File: src/sv/ctfs_pkg.sv
// Shared types and constants of the CAN transport frame segmenter.
`default_nettype none

package ctfs_pkg;

  localparam int CF_PAYLOAD_DEF = 6;
  localparam int QUEUE_DEPTH    = 2;
  localparam int FRAME_BYTES    = 8;

  localparam logic [3:0]  PCI_FF      = 4'h1;
  localparam logic [3:0]  PCI_CF      = 4'h2;
  localparam logic [11:0] SF_MAX_LEN  = 12'd7;
  localparam logic [28:0] EXT_ID_MAX  = 29'h7FF;

  typedef struct packed {
    logic [7:0]  msg_byte;
    logic [11:0] msg_length;
    logic        start;
    logic        last;
  } mid_word_t;

  typedef struct packed {
    logic [3:0]                  len;
    logic [FRAME_BYTES-1:0][7:0] data;
  } frame_t;

endpackage

`default_nettype wire

File: src/sv/ctfs_fifo.sv
// Small register queue used between the segmenter stages and at the output.
`default_nettype none

module ctfs_fifo #(
  parameter int WIDTH = 8,
  parameter int DEPTH = ctfs_pkg::QUEUE_DEPTH
) (
  input  wire logic             clk,
  input  wire logic             rst_n,
  input  wire logic             push,
  output      logic             full,
  input  wire logic [WIDTH-1:0] wdata,
  input  wire logic             pop,
  output      logic             empty,
  output      logic [WIDTH-1:0] rdata
);

  localparam int AW = $clog2(DEPTH);
  localparam int CW = $clog2(DEPTH + 1);

  logic [WIDTH-1:0] mem_r [DEPTH];
  logic [AW-1:0]    wr_ptr_r, wr_ptr_nxt;
  logic [AW-1:0]    rd_ptr_r, rd_ptr_nxt;
  logic [CW-1:0]    count_r, count_nxt;
  logic             do_push, do_pop;

  assign full    = (count_r == CW'(DEPTH));
  assign empty   = (count_r == '0);
  assign do_push = push && !full;
  assign do_pop  = pop && !empty;
  assign rdata   = mem_r[rd_ptr_r];

  always_comb begin
    wr_ptr_nxt = wr_ptr_r;
    rd_ptr_nxt = rd_ptr_r;
    count_nxt  = count_r;
    if (do_push) begin
      wr_ptr_nxt = (wr_ptr_r == AW'(DEPTH - 1)) ? '0 : wr_ptr_r + AW'(1);
    end
    if (do_pop) begin
      rd_ptr_nxt = (rd_ptr_r == AW'(DEPTH - 1)) ? '0 : rd_ptr_r + AW'(1);
    end
    if (do_push && !do_pop) begin
      count_nxt = count_r + CW'(1);
    end else if (do_pop && !do_push) begin
      count_nxt = count_r - CW'(1);
    end
  end

  always_ff @(posedge clk) begin
    if (do_push) begin
      mem_r[wr_ptr_r] <= wdata;
    end
  end

  always_ff @(posedge clk) begin
    if (!rst_n) begin
      wr_ptr_r <= '0;
      rd_ptr_r <= '0;
      count_r  <= '0;
    end else begin
      wr_ptr_r <= wr_ptr_nxt;
      rd_ptr_r <= rd_ptr_nxt;
      count_r  <= count_nxt;
    end
  end

endmodule

`default_nettype wire

File: src/sv/ctfs_front.sv
// Front stage: accepts bytes, drops empty messages, marks message start and end.
`default_nettype none

module ctfs_front (
  input  wire logic                clk,
  input  wire logic                rst_n,
  input  wire logic                in_push,
  input  wire logic [7:0]          in_msg_byte,
  input  wire logic [11:0]         in_msg_length,
  input  wire logic                mid_full,
  output      logic                mid_push,
  output      ctfs_pkg::mid_word_t mid_word
);

  logic [11:0] taken_r, taken_nxt;
  logic [11:0] taken_inc;
  logic        last;

  assign taken_inc = taken_r + 12'd1;
  assign last      = (taken_inc >= in_msg_length);
  assign mid_push  = in_push && !mid_full && (in_msg_length != '0);

  always_comb begin
    mid_word.msg_byte   = in_msg_byte;
    mid_word.msg_length = in_msg_length;
    mid_word.start      = (taken_r == '0);
    mid_word.last       = last;
  end

  always_comb begin
    taken_nxt = taken_r;
    if (mid_push) begin
      taken_nxt = last ? '0 : taken_inc;
    end
  end

  always_ff @(posedge clk) begin
    if (!rst_n) begin
      taken_r <= '0;
    end else begin
      taken_r <= taken_nxt;
    end
  end

endmodule

`default_nettype wire

File: src/sv/ctfs_back.sv
// Back: builds single, first and consecutive frames; sends full and final ones.
`default_nettype none

module ctfs_back #(
  parameter int CF_PAYLOAD = ctfs_pkg::CF_PAYLOAD_DEF
) (
  input  wire logic                clk,
  input  wire logic                rst_n,
  input  wire logic                mid_empty,
  input  wire ctfs_pkg::mid_word_t mid_word,
  output      logic                mid_pop,
  input  wire logic                out_full,
  output      logic                frame_push,
  output      ctfs_pkg::frame_t    frame
);

  logic [ctfs_pkg::FRAME_BYTES-1:0][7:0] store_r, store_nxt;
  logic [ctfs_pkg::FRAME_BYTES-1:0][7:0] store_base, store_fill;
  logic [3:0] fill_r, fill_nxt, fill_base, fill_inc;
  logic [3:0] seq_r, seq_nxt, seq_base;
  logic       cf_r, cf_nxt, cf_base;
  logic [3:0] limit;
  logic       is_full;

  assign mid_pop = !mid_empty && !out_full;

  always_comb begin
    store_base = store_r;
    fill_base  = fill_r;
    seq_base   = seq_r;
    cf_base    = cf_r;
    if (mid_word.start) begin
      store_base = '0;
      seq_base   = 4'd1;
      cf_base    = 1'b0;
      if (mid_word.msg_length <= ctfs_pkg::SF_MAX_LEN) begin
        store_base[0] = {4'h0, mid_word.msg_length[3:0]};
        fill_base     = 4'd1;
      end else begin
        store_base[0] = {ctfs_pkg::PCI_FF, mid_word.msg_length[11:8]};
        store_base[1] = mid_word.msg_length[7:0];
        fill_base     = 4'd2;
      end
    end
    store_fill                 = store_base;
    store_fill[fill_base[2:0]] = mid_word.msg_byte;
    fill_inc                   = fill_base + 4'd1;
    limit   = cf_base ? 4'(CF_PAYLOAD + 1) : 4'(ctfs_pkg::FRAME_BYTES);
    is_full = (fill_inc >= limit);
  end

  assign frame_push = mid_pop && (mid_word.last || is_full);

  always_comb begin
    frame.len  = fill_inc;
    frame.data = store_fill;
  end

  always_comb begin
    store_nxt = store_r;
    fill_nxt  = fill_r;
    seq_nxt   = seq_r;
    cf_nxt    = cf_r;
    if (mid_pop) begin
      priority if (mid_word.last) begin
        store_nxt = '0;
        fill_nxt  = '0;
        seq_nxt   = 4'd1;
        cf_nxt    = 1'b0;
      end else if (is_full) begin
        store_nxt    = '0;
        store_nxt[0] = {ctfs_pkg::PCI_CF, seq_base};
        fill_nxt     = 4'd1;
        seq_nxt      = seq_base + 4'd1;
        cf_nxt       = 1'b1;
      end else begin
        store_nxt = store_fill;
        fill_nxt  = fill_inc;
        seq_nxt   = seq_base;
        cf_nxt    = cf_base;
      end
    end
  end

  always_ff @(posedge clk) begin
    if (!rst_n) begin
      store_r <= '0;
      fill_r  <= '0;
      seq_r   <= 4'd1;
      cf_r    <= 1'b0;
    end else begin
      store_r <= store_nxt;
      fill_r  <= fill_nxt;
      seq_r   <= seq_nxt;
      cf_r    <= cf_nxt;
    end
  end

  a_len_range: assert property (@(posedge clk) disable iff (!rst_n)
    frame_push |-> (frame.len != 4'd0) && (frame.len <= 4'(ctfs_pkg::FRAME_BYTES)))
    else $error("frame length out of range");

  a_emit_on_last: assert property (@(posedge clk) disable iff (!rst_n)
    (mid_pop && mid_word.last) |-> frame_push)
    else $error("last byte did not close a frame");

  a_fill_bound: assert property (@(posedge clk) disable iff (!rst_n)
    fill_r < 4'(ctfs_pkg::FRAME_BYTES))
    else $error("fill index left a full frame pending");

  a_cf_pci: assert property (@(posedge clk) disable iff (!rst_n)
    cf_r |-> (store_r[0][7:4] == ctfs_pkg::PCI_CF))
    else $error("consecutive frame without its PCI");

  a_closed_after_last: assert property (@(posedge clk) disable iff (!rst_n)
    (mid_pop && mid_word.last) |=> (fill_r == 4'd0) && !cf_r)
    else $error("message state not cleared after last byte");

endmodule

`default_nettype wire

File: src/sv/can_tp_frame_segmenter.sv
// Top level of the CAN transport frame segmenter.
// Throughput: one message byte per cycle, sustained while out_pop keeps up.
// A byte that completes a frame is written to the byte queue when accepted; the back stage
// then writes the frame to the frame queue once that queue has room, and the out_ ports show it.
// Reset clears the identifier register, both queues and the open message state.
`default_nettype none

module can_tp_frame_segmenter #(
  parameter int CF_PAYLOAD  = ctfs_pkg::CF_PAYLOAD_DEF,
  parameter int QUEUE_DEPTH = ctfs_pkg::QUEUE_DEPTH
) (
  input  wire logic        clk,
  input  wire logic        rst_n,
  input  wire logic        cfg_we,
  input  wire logic [28:0] cfg_tx_ident,
  input  wire logic        in_push,
  output      logic        in_full,
  input  wire logic [7:0]  in_msg_byte,
  input  wire logic [11:0] in_msg_length,
  output      logic        out_empty,
  input  wire logic        out_pop,
  output      logic [28:0] out_frame_ident,
  output      logic        out_extended_id,
  output      logic [3:0]  out_frame_len,
  output      logic [7:0]  out_data0,
  output      logic [7:0]  out_data1,
  output      logic [7:0]  out_data2,
  output      logic [7:0]  out_data3,
  output      logic [7:0]  out_data4,
  output      logic [7:0]  out_data5,
  output      logic [7:0]  out_data6,
  output      logic [7:0]  out_data7
);

  logic [28:0]         tx_ident_r;
  logic                mid_push, mid_full, mid_pop, mid_empty;
  ctfs_pkg::mid_word_t mid_wr, mid_rd;
  logic                frame_push, out_q_full;
  ctfs_pkg::frame_t    frame_wr, frame_rd;

  always_ff @(posedge clk) begin
    if (!rst_n) begin
      tx_ident_r <= '0;
    end else if (cfg_we) begin
      tx_ident_r <= cfg_tx_ident;
    end
  end

  assign in_full = mid_full;

  ctfs_front u_front (
    .clk           (clk),
    .rst_n         (rst_n),
    .in_push       (in_push),
    .in_msg_byte   (in_msg_byte),
    .in_msg_length (in_msg_length),
    .mid_full      (mid_full),
    .mid_push      (mid_push),
    .mid_word      (mid_wr)
  );

  ctfs_fifo #(
    .WIDTH ($bits(ctfs_pkg::mid_word_t)),
    .DEPTH (QUEUE_DEPTH)
  ) u_mid_q (
    .clk   (clk),
    .rst_n (rst_n),
    .push  (mid_push),
    .full  (mid_full),
    .wdata (mid_wr),
    .pop   (mid_pop),
    .empty (mid_empty),
    .rdata (mid_rd)
  );

  ctfs_back #(
    .CF_PAYLOAD (CF_PAYLOAD)
  ) u_back (
    .clk        (clk),
    .rst_n      (rst_n),
    .mid_empty  (mid_empty),
    .mid_word   (mid_rd),
    .mid_pop    (mid_pop),
    .out_full   (out_q_full),
    .frame_push (frame_push),
    .frame      (frame_wr)
  );

  ctfs_fifo #(
    .WIDTH ($bits(ctfs_pkg::frame_t)),
    .DEPTH (QUEUE_DEPTH)
  ) u_out_q (
    .clk   (clk),
    .rst_n (rst_n),
    .push  (frame_push),
    .full  (out_q_full),
    .wdata (frame_wr),
    .pop   (out_pop),
    .empty (out_empty),
    .rdata (frame_rd)
  );

  assign out_frame_ident = tx_ident_r;
  assign out_extended_id = (tx_ident_r > ctfs_pkg::EXT_ID_MAX);
  assign out_frame_len   = frame_rd.len;
  assign out_data0       = frame_rd.data[0];
  assign out_data1       = frame_rd.data[1];
  assign out_data2       = frame_rd.data[2];
  assign out_data3       = frame_rd.data[3];
  assign out_data4       = frame_rd.data[4];
  assign out_data5       = frame_rd.data[5];
  assign out_data6       = frame_rd.data[6];
  assign out_data7       = frame_rd.data[7];

endmodule

`default_nettype wire

File: config.mk
export PLATFORM = sky130hd
export DESIGN_NAME = can_tp_frame_segmenter
export DESIGN_NICKNAME = d
export VERILOG_FILES = /design/src/sv/ctfs_pkg.sv /design/src/sv/ctfs_fifo.sv /design/src/sv/ctfs_front.sv /design/src/sv/ctfs_back.sv /design/src/sv/can_tp_frame_segmenter.sv
export SDC_FILE = /design/constraint.sdc
export NUM_CORES = 1
export LEC_CHECK = 0
export ABC_AREA = 1
export BUFFER_PORTS_ARGS = -buffer_cell sky130_fd_sc_hd__buf_2
export CAP_MARGIN = 20
export CORE_MARGIN = 4
export CORE_UTILIZATION = 53
export DETAILED_ROUTE_END_ITERATION = 16
export GPL_TIMING_DRIVEN = 0
export PLACE_DENSITY_LB_ADDON = 0.25
export SYNTH_ARGS = -nofsm -noshare
export SYNTH_HDL_FRONTEND = slang
export SYNTH_SLANG_ARGS = --single-unit
export TNS_END_PERCENT = 1
File: constraint.sdc
create_clock -name clk -period 5.27 [get_ports clk]
set_clock_uncertainty 0.15 [all_clocks]
set_input_delay 1.054 -clock clk [delete_from_list [all_inputs] [get_ports clk]]
set_output_delay 1.054 -clock clk [all_outputs]
set_load 0.005 [all_outputs]
==> Word-level counts from Yosys, hierarchy flattened <==
Memories as Yosys holds them, arrays and structs flattened. A register that Yosys moved wholly into a read port is not among the register bits.
Cells that the tools add are included.
{ "op_classes": {"reduce_logical": 28, "n_addsub": 11, "muxes": 36, "eq_ne": 2, "order_cmp": 6} }
{ "ops": {"columns": ["cell", "n"], "rows": [
  ["2-to-1 mux 64 bit", 3],
  ["bitwise mux 64 bit", 1],
  ["> comparator 29 x 11 -> 1 bit, second input constant", 1],
  ["2-to-1 mux 4 bit", 7],
  ["demux 8 bit (select 3 bit)", 1],
  ["2-to-1 mux 8 bit", 2],
  ["2-to-1 mux 1 bit", 15],
  ["logical AND 1 bit", 13],
  ["adder 12 x 1 -> 12 bit, second input constant", 1],
  ["greater-or-equal comparator 12 bit", 1],
  ["<= comparator 12 x 3 -> 1 bit, second input constant", 1],
  ["logical NOT 12 bit", 1],
  ["2-to-1 mux 12 bit", 1],
  ["nonzero test 12 bit", 1],
  ["2-to-1 mux 2 bit", 5],
  ["adder 4 x 1 -> 4 bit, second input constant", 2],
  ["logical NOT 1 bit", 8],
  ["2-to-1 mux 5 bit", 1],
  ["adder 1 bit, second input constant", 4],
  ["adder 2 x 1 -> 2 bit, second input constant", 2],
  ["== test 2 bit, second input constant", 2],
  ["greater-or-equal comparator 4 bit", 1],
  ["logical NOT 2 bit", 2],
  ["< comparator 3 x 4 -> 1 bit, second input constant", 1],
  ["other kinds (4)", 6]
]} }
{ "totals": {"in_bits": 54, "regBits": 122, "mem_count": 2, "mem_bits_rw": 180, "word_cells": 104} }
{ "memory_table": {"columns": ["memory", "words", "width", "read_ports", "rd_clocked_by_memory_dff", "wr", "line_no", "rtl"], "rows": [
  ["u_out_q.mem_r", 2, 68, 1, 1, 1, "ctfs_fifo.sv:21", "logic [WIDTH-1:0] mem_r [DEPTH];"],
  ["u_mid_q.mem_r", 2, 22, 1, 1, 1, "ctfs_fifo.sv:21", null]
]} }

==> Logic depth before layout (Yosys ltp) <==
Gate-level depths: netlist of the first run.
{ "logic_depth": {"word_depth": 12, "depth_mapped": 23, "mapped_depth_nobuf": 21} }

==> Cells and area by module <==
From an unflattened synthesis of the first run, not the netlist that was laid out.
{ "hier_totals": {"hier_cells": 1335, "hier_area_um2": 13650.6} }
{ "by_module_without_submodules": {"columns": ["mod", "area_each_um2", "cells_each", "instances", "seq_area_each_um2"], "rows": [
  ["ctfs_fifo at u_out_q", 5238.8, 250, 1, 4184.0],
  ["ctfs_back", 4139.0, 636, 1, 1461.4],
  ["ctfs_fifo at u_mid_q", 1839.3, 106, 1, 1421.4],
  ["ctfs_front", 1326.3, 201, 1, 240.2],
  ["can_tp_frame_segmenter", 1107.3, 142, 1, 580.6]
]} }

==> Worst setup path after synthesis of the first run <==
No wires, ideal clock.
{ "synth_path": {"path_kind": "flip-flop to flip-flop", "start": "register with a tool-made name", "end": "memory u_out_q.mem_r[1][0] (netlist name) (enable)", "slack_ps": -481, "required_time_ps": 4624, "arrival_time_ps": 5105, "path_buffers": 2, "stages_incl_launch_ff": 19, "path_cell_list": "dfxtp_1 buf_6 inv_2 buf_6 nand2_1 nand2_2 nand2_1 nor2_2 nand3_2 nand2_1 inv_1 ha_1 ha_1 inv_1 o21bai_1 nand3_1 nand3_1 o21ai_0 nor2_1"} }
{ "synth_rtl": {"columns": ["element", "line_no"], "rows": [
  ["end: declaration", "ctfs_fifo.sv:21"]
]} }

==> results of run 1 <==
==> cells by family (layout without fill, tap and decap cells) <==
family | after synthesis | after routing | share of synthesized area [%]
AO/OA/AOI/OAI | 229 | 229 | 9.49
adder cells (fa/ha/maj) | 22 | 22 | 2.09
AND/OR/NAND/NOR | 504 | 504 | 16.3
XOR/XNOR | 13 | 13 | 0.863
buffers and inverters | 167 | 385 | 5.30
multiplexers | 72 | 72 | 6.13
flip-flops | 304 | 304 | 59.8
==> flip-flops by register name, indices dropped and copies added, names as in the netlist, named ones only <==
register and count:
u_back.cf_r 1, u_out_q.mem_r 136, u_out_q.wr_ptr_r 1, u_back.fill_r 4
u_front.taken_r 12, u_mid_q.wr_ptr_r 1, u_back.seq_r 4, u_out_q.rd_ptr_r 1
u_mid_q.mem_r 44, u_mid_q.count_r 2, u_back.store_r 64, u_out_q.count_r 2
out_frame_ident 29, u_mid_q.rd_ptr_r 1
==> metrics by stage <==
step | total power (µW) | util, % | cells
after floorplan | 4700 | - | 1311
after global routing | 8250 | 63.8 | 1853
after detailed placement | 5650 | 59.6 | 1795
after global placement | 5540 | 58.9 | 1786
final | 7830 | 63.8 | 1853
after CTS | 7870 | 63.8 | 1853
==> worst min-delay path, cell delays in order, from the launching register on <==
cell     delay [ps]
dfxtp_1         310
nand2_1          60
a21oi_1          60
==> layout make-up <==
type,count,area share (%)
Sequential cell,304,50.7
Multi-Input combinational cell,840,29.7
Timing Repair Buffer,160,5.83
Clock buffer,44,5.55
Tap cell,324,2.60
Inverter,101,2.47
Buffer,66,2.02
Clock inverter,14,1.12
==> cell usage in the layout, fill, tap and decap left out, drive strengths merged, types with 13 or more instances in the layout <==
| cell type | Yosys | layout |
|---|---|---|
| dfxtp | 124 | 124 |
| xor2 | 13 | 13 |
| a21oi | 103 | 103 |
| nor2 | 109 | 109 |
| edfxtp | 180 | 180 |
| clkbuf | 37 | 81 |
| inv | 100 | 101 |
| o21ai | 111 | 111 |
| ha | 22 | 22 |
| buf | 29 | 189 |
| nand2 | 281 | 281 |
| mux2 | 68 | 68 |
| nand3 | 77 | 77 |
==> Yosys cell counts, types with 2 or more instances <==
library cell  instances
a21oi_1             103
a22oi_1               2
and2_1               10
buf_1                 8
buf_2                15
buf_6                 3
buf_8                 2
clkbuf_1             37
dfxtp_1             124
edfxtp_1            180
ha_1                 22
inv_1                93
inv_2                 6
mux2_2               68
mux2i_1               3
nand2_1             276
nand2_4               2
nand2_8               2
nand3_1              75
nand3_2               2
nand4_1               6
nor2_1              104
nor2_2                5
nor3_1                4
nor4_1                8
o211ai_1              3
o21a_1                5
o21ai_0              76
o21ai_1              16
o21ai_2              19
o21bai_1              3
or2_2                 6
xor2_1               13
==> power breakdown <==
part / switching (µW) / leakage (µW) / internal (µW)
logic: 1590 / 0.00286 / 875
clock network: 884 / 0.000503 / 1330
registers: 126 / 0.00267 / 3030
total: 2600 / 0.00604 / 5230
==> per-layer routing <==
metal / vias to the layer above / share of wire (%)
met1: 4685 / 40
met4: 0 / 3.1
met2: 391 / 49
met5: - / 0
met3: 71 / 7.7
li1: 4845 / -
==> worst paths after layout <==
| path | from | endpoint | slack [ps] | cells after the start |
|---|---|---|---|---|
| max | register | u_out_q.count_r[1] | 760 | 21 |
| min reg2reg | u_back.seq_r[2] | u_back.seq_r[2] | 310 | 2 |
| max reg2reg | register | u_out_q.count_r[1] | 760 | 21 |
| min | u_back.seq_r[2] | u_back.seq_r[2] | 310 | 2 |
==> flow_summary_export.csv, run 1 <==
group,metric,value,unit
sta,tns,0,ps
detailed_routing,routed_via_density,5.39,
detailed_routing,wl_per_cell,16.5,µm
clock_network,clockBufferDepth,3,
grt,gr-total-overflow,0,
setup_path,start_kind,"register",
setup_path,crit_arrival,4780,ps
cells_and_area,antenna_cells,0,
grt,grt_max_degree,32,
grt,use_met3,3.78,%
die,die_h,166,µm
clock_network,cts_buffers,31,
cells_and_area,multi_input_area,0.00463,mm²
cells_and_area,drive_above_1_share,22.6,%
die,row_count,57,
place,placed_cell_area,0.0145,mm²
yosys,synthesis.nets,1387,
detailed_routing,drt_iter0_markers,752,
cells_and_area,n_fill_cell,1932,
yosys,synthTopCellsByArea,"edfxtp_1 41%, dfxtp_1 19%, nand2_1 7.9%, mux2_2 5.8%, a21oi_1 3.9%",
grt,use_met2,37.1,%
setup_path,path_max_fanout,8,
die,coreArea,0.0244,mm²
detailed_routing,ant_nets,0,
grt,grtUsageTotal,21.6,%
setup_path,slowest_stage,"o21ai_0",
sta,fin_crit_sh,85.5,%
sta,slew_violations,0,
die,dieArea,0.0275,mm²
clock_network,cts_tree,"built",
yosys,ys_seq_elements,304,
grt,grt_pass1_vias,9675,
hold_path,hold_class,"reg2reg",
grt,grt_util_met1,28.1,%
cells_and_area,areaGrowthSynthToFinish,18.0,%
yosys,synth_top_area_share,41.0,%
yosys,yosysSeqAreaShare,59.8,%
grt,grt-busiest-layer,"met2",
detailed_routing,vias,9992,
sta,rsz0062_at_grt,"false",
place,gp_congestion,0.874,
die,die_x,166,µm
sta,hold_violations,0,
setup_path,cp_num_buf_inv,5,
place,post-place-ws,837,ps
pwr,vdd_drop_max,0.284,mV
setup_path,critPathTopFamily,"compound AO/OA/AOI/OAI gates",
setup_path,path_class,"reg2reg",
sta,finalWorstSetupSlack,763,ps
setup_path,path_cells,"buf_6, inv_2, nand2_1, nand2_1, inv_1, a21oi_1, nand3_2, nand2_1, inv_1, ha_1, xor2_1, ha_1, nand4_1, nand3_1, o21ai_0, inv_1, ha_1, a21oi_1, o21ai_0, o21ai_0, a21oi_1",
clock_network,cts_root_buffer,"clkbuf_16",
yosys,avgSynthCellArea,10.1,µm²
cells_and_area,nets,1580,
sta,relSlewSlack,27.7,%
yosys,yosys.area.top_type,"edfxtp_1",
setup_path,setup.worst_path.end_class,"register",
clock_network,cts_sinks,304,
pwr,power.density,503,mW/mm²
yosys,synth_edf_count,180,
clock_network,post_cts_resized,0,
pwr,p_leak,0.00604,µW
setup_path,cpPeakStageDelay,610,ps
place,dpl.hpwl,21.5,mm
die,io_pins,154,
clock_network,clk_pin_slew,60,ps
clock_network,hold_buffers,0,
yosys,syn_area,0.0132,mm²
sta,whs,315,ps
cells_and_area,fin_area,0.0156,mm²
sta,setup_violations,0,
detailed_routing,routed_wl,30.6,mm
yosys,yosys_warnings,0,
grt,grt_pass1_wl,49.5,mm
sta,fmax,0.222,GHz
yosys,synthCells,1311,
die,initial_core_util,54.1,%
clock_network,htreeDepth,1,
grt,antenna_found_initial,0,
sta,worst_slew_pin_slew,1080,ps
run_status,status,"complete, no violations",
place,portBuffers,151,
yosys,async_flop_share,0,%
detailed_routing,route.detailed.drc,0,
cells_and_area,regArea,0.00789,mm²
detailed_routing,drt_pass1_iterations,5,
yosys,synth_flop_cell,"edfxtp_1",
sta,fin_crit,4510,ps
yosys,ys_types,43,
clock_network,clk_latency,550,ps
clock_network,post_cts_buffers,0,
run,drv_cap,0,
setup_path,required,5550,ps
(Power assumes the default switching activity.)
==> run 2: changes to the inputs <==
CORE_MARGIN = 8   (was 4)
==> run 2 against run 1 <==
Against the previous run:
- sequential power about the same
- critical path depth down 2
- clock power barely moved
==> flow_summary_export.csv, run 2 (same netlist as run 1, synthesis figures left out) <==
group,metric,value,unit
cells_and_area,layout.cells.non_filler,1851,
place,gp_congestion,0.868,
setup_path,start_kind,"register",
place,portBuffers,151,
grt,grt_pass1_wl,51.0,mm
cells_and_area,antenna_cells,0,
clock_network,cts_tree,"built",
grt,gr-total-overflow,0,
clock_network,cts_root_buffer,"clkbuf_16",
die,die_x,174,µm
detailed_routing,ant_nets,0,
die,die_h,174,µm
cells_and_area,top_regs,"u_out_q.mem_r (136), u_back.store_r (64), u_mid_q.mem_r (44)",
detailed_routing,vias,9892,
clock_network,post_cts_buffers,0,
setup_path,path_class,"reg2reg",
grt,grt_max_degree,29,
cells_and_area,drive_above_1_share,22.7,%
place,post-place-ws,850,ps
detailed_routing,drt_iter0_markers,720,
sta,tns,0,ps
sta,worst_slew_pin_slew,994,ps
cells_and_area,final_common_cell,"nand2_1",
pwr,total_power,7850,µW
clock_network,clockBufferDepth,3,
die,initial_core_util,54.1,%
setup_path,crit_arrival,4620,ps
sta,slew_violations,0,
cells_and_area,areaGrowthSynthToFinish,18.0,%
detailed_routing,wl_per_cell,17.0,µm
cells_and_area,largest_reg_flops,136,
setup_path,path_max_fanout,28,
grt,grt_pass1_vias,10000,
cells_and_area,largest-register,"u_out_q.mem_r",
run,drv_cap,0,
clock_network,post_cts_resized,0,
sta,relSlewSlack,33.3,%
clock_network,cts_buffers,30,
detailed_routing,drt_pass1_iterations,5,
pwr,vdd_drop_max,0.271,mV
setup_path,required,5360,ps
die,io_pins,154,
detailed_routing,routed_wl,31.5,mm
detailed_routing,routed_via_density,5.34,
place,dpl.hpwl,22.3,mm
grt,grtUsageTotal,20.4,%
sta,rsz0062_at_grt,"false",
clock_network,clk_pin_slew,60,ps
sta,fmax,0.221,GHz
pwr,power.density,504,mW/mm²
run_status,status,"complete, no violations",
cells_and_area,n_fill_cell,1983,
sta,hold_violations,0,
detailed_routing,route.detailed.drc,0,
place,dpl.cell_count,1795,
clock_network,clk_latency,550,ps
cells_and_area,layout_common_cells,"276 x nand2_1, 180 x edfxtp_1, 166 x buf_2",
die,coreArea,0.0244,mm²
grt,antenna_found_initial,0,
clock_network,hold_buffers,0,
clock_network,cts_sinks,304,
setup_path,setup.worst_path.end_class,"register",
pwr,p_leak,0.00604,µW
sta,fin_crit,4530,ps
die,dieArea,0.0302,mm²
sta,whs,315,ps
hold_path,hold_class,"reg2reg",
cells_and_area,nets,1579,
clock_network,htreeDepth,1,
die,row_count,57,
sta,setup_violations,0,
sta,fin_crit_sh,85.9,%
sta,finalWorstSetupSlack,743,ps
-- run 2: cell type report --
| cell class | count | area [µm²] | share of cell area [%] |
|---|---|---|---|
| sequential | 304 | 7890 | 50.7 |
| tap | 324 | 405 | 2.60 |
| inverter | 101 | 384 | 2.47 |
| clock buffer | 38 | 822 | 5.28 |
| clock inverter | 18 | 225 | 1.45 |
| timing repair buffer | 160 | 892 | 5.73 |
| buffer | 66 | 315 | 2.03 |
| multi-input combinational | 840 | 4630 | 29.8 |
-- run 2: report_power, final --
part | internal, µW | switching, µW | total (µW)
combinational | 869 | 1590 | 2460
clock | 1350 | 887 | 2240
sequential | 3030 | 129 | 3150
total | 5240 | 2610 | 7850
-- run 2: worst paths after layout --
| kind | start | end | slack [ps] | cells after the start |
|---|---|---|---|---|
| max | register | u_out_q.mem_r[1][0] | 740 | 19 |
| min | u_back.store_r[0] | u_back.store_r[0] | 320 | 2 |
| max reg2reg | register | u_out_q.mem_r[1][0] | 740 | 19 |
| min reg2reg | u_back.store_r[0] | u_back.store_r[0] | 320 | 2 |
-- run 2: worst max-delay path, cell delays in order (launching register included) --
cell	delay, ps
dfxtp_1	320
buf_6	130
inv_2	60
nand2_1	40
nand2_1	100
inv_1	120
a21oi_1	320
nand3_2	240
nand2_1	160
inv_1	50
ha_1	340
ha_1	320
inv_1	40
o21bai_1	140
nand3_1	100
nand3_1	200
o21ai_0	280
nor2_4	570
buf_12	280
buf_12	210
-- run 2: layer usage --
layer	share of wire, %	GRT usage (%)	up-vias
met3	5.6	3.20	60
met2	49	35.5	296
met1	43	25.6	4679
met4	2.6	6.09	0
met5	0	0	-
li1	-	-	4857
-- run 2: metrics by stage --
step           instance area, µm²  util, %
3_3_place_gp                14400     58.9
4_1_cts                     15600     63.8
3_5_place_dp                14500     59.5
2_1_floorplan               13200        -
6_report                    15600     63.8
5_1_grt                     15600     63.8
==> run 3: changes to the inputs <==
CORE_UTILIZATION = 55   (was 53)
GPL_TIMING_DRIVEN = not set   (was 0)
clock period = 4.5 ns   (was 5.27 ns; I/O delays follow)
==> run 3 against run 2 <==
Against the previous run:
- global-route usage shrank 0.27 points
- register-to-register slack got worse by 60 ps
- hold slack lost 1.4 ps
- first-iteration DRC count rose by 6.1%
- sequential share of layout area up 0.96 points
- design area down 1.8%
- die area is 3.3% lower
- total power rose by 14%
- combinational power grew 11%
- sequential cell count unchanged
- largest power group unchanged
==> flow_summary_export.csv, run 3 (same netlist as run 1, synthesis figures left out) <==
group,metric,value,unit
setup_path,crit_arrival,4100,ps
clock_network,clk_pin_slew,60,ps
detailed_routing,routed_wl,29.8,mm
sta,rsz0062_at_grt,"false",
detailed_routing,routed_via_density,5.44,
setup_path,cp_num_buf_inv,5,
die,io_pins,154,
cells_and_area,drive_above_1_share,22.8,%
cells_and_area,nets,1526,
hold_path,hold_class,"reg2reg",
cells_and_area,layout.cells.non_filler,1793,
detailed_routing,route.detailed.drc,0,
sta,slew_violations,0,
clock_network,cts_root_buffer,"clkbuf_16",
sta,hold_violations,0,
sta,fmax,0.262,GHz
clock_network,clockBufferDepth,3,
clock_network,clk_latency,560,ps
pwr,p_leak,0.00592,µW
cells_and_area,top_regs,"u_out_q.mem_r (136), u_back.store_r (64), u_mid_q.mem_r (44)",
detailed_routing,drt_iter0_markers,764,
cells_and_area,n_fill_cell,1886,
sta,setup_violations,0,
hold_path,whs_path_depth,1,
place,gp_congestion,0.839,
die,initial_core_util,56.0,%
clock_network,post_cts_buffers,0,
setup_path,start_kind,"register",
place,portBuffers,153,
sta,worst_slew_pin_slew,1060,ps
detailed_routing,drt_pass1_iterations,5,
die,die_x,171,µm
sta,tns,0,ps
run,drv_cap,0,
sta,whs,314,ps
clock_network,cts_tree,"built",
grt,grt_pass1_wl,47.6,mm
grt,antenna_found_initial,1,
setup_path,reg2reg_depth,21,
setup_path,critical_path_depth,21,
cells_and_area,largest_reg_flops,136,
setup_path,path_class,"reg2reg",
clock_network,post_cts_resized,0,
pwr,power.density,583,mW/mm²
die,coreArea,0.0235,mm²
grt,gr-total-overflow,0,
sta,fin_crit_sh,84.8,%
sta,relSlewSlack,28.9,%
setup_path,path_cells,"inv_2, nand2_1, nand2_1, inv_1, a21oi_1, nand3_2, nand2_1, inv_1, ha_1, xor2_1, ha_1, nand4_1, nand3_1, o21ai_0, buf_4, inv_1, ha_1, a21oi_1, o21ai_0, o21ai_0, a21oi_1",
clock_network,cts_buffers,30,
setup_path,path_max_fanout,20,
run_status,status,"complete, no violations",
detailed_routing,wl_per_cell,16.6,µm
setup_path,required,4780,ps
clock_network,hold_buffers,0,
die,die_h,171,µm
die,row_count,56,
setup_path,critPathTopFamily,"compound AO/OA/AOI/OAI gates",
grt,grt_max_degree,88,
grt,grtUsageTotal,20.1,%
setup_path,setup.worst_path.end_class,"register",
die,dieArea,0.0292,mm²
cells_and_area,layout_common_cells,"276 x nand2_1, 180 x edfxtp_1, 153 x buf_2",
detailed_routing,ant_nets,0,
setup_path,cpPeakStageDelay,330,ps
clock_network,cts_sinks,304,
place,dpl.cell_count,1735,
cells_and_area,largest-register,"u_out_q.mem_r",
place,dpl.hpwl,19.4,mm
grt,grt_pass1_vias,9562,
detailed_routing,vias,9750,
sta,fin_crit,3820,ps
cells_and_area,final_common_cell,"nand2_1",
cells_and_area,areaGrowthSynthToFinish,15.8,%
clock_network,htreeDepth,1,
setup_path,slowest_stage,"dfxtp_1",
pwr,vdd_drop_max,0.345,mV
## run 3: layout make-up
cell class,count,area (µm²),area share [%]
clock inverter,11,138,0.901
timing repair buffer,173,968,6.34
antenna,1,2.50,0.0164
sequential,304,7890,51.6
multi-input combinational,840,4650,30.4
clock buffer,44,845,5.53
tap,319,399,2.61
inverter,101,385,2.52
## run 3: worst paths after layout
check	slack [ps]	end	startpoint
worst max-delay path	680	u_out_q.count_r[1]	register
worst min-delay path	310	u_mid_q.rd_ptr_r	u_mid_q.rd_ptr_r
worst max register to register	680	u_out_q.count_r[1]	register
worst min register to register	310	u_mid_q.rd_ptr_r	u_mid_q.rd_ptr_r
## run 3: where the power goes
group          total (µW)  switching [µW]  leakage, µW  internal, µW
combinational        2730            1760      0.00277           971
clock                2480            1010     0.000479          1470
sequential           3710             165      0.00267          3540
## run 3: routing by layer
layer  up-vias  wire (µm)  GRT usage (%)
met4         0        802           6.31
met2       328      14900           35.8
met5         -          0              0
met3        59       1840           2.77
met1      4630      12300           24.9
li1       4733          -              -
## run 3: metrics by stage
| step | worst slack, ps | total power, µW | util [%] | area [µm²] |
|---|---|---|---|---|
| 3_3_place_gp | 829 | 6430 | 60.6 | 14300 |
| 6_report | 683 | 8910 | 64.9 | 15300 |
| 3_5_place_dp | 731 | 6490 | 60.6 | 14300 |
| 4_1_cts | 696 | 8970 | 64.8 | 15200 |
| 2_1_floorplan | -139 | 5500 | - | 13200 |
| 5_1_grt | 215 | 9400 | 64.9 | 15300 |
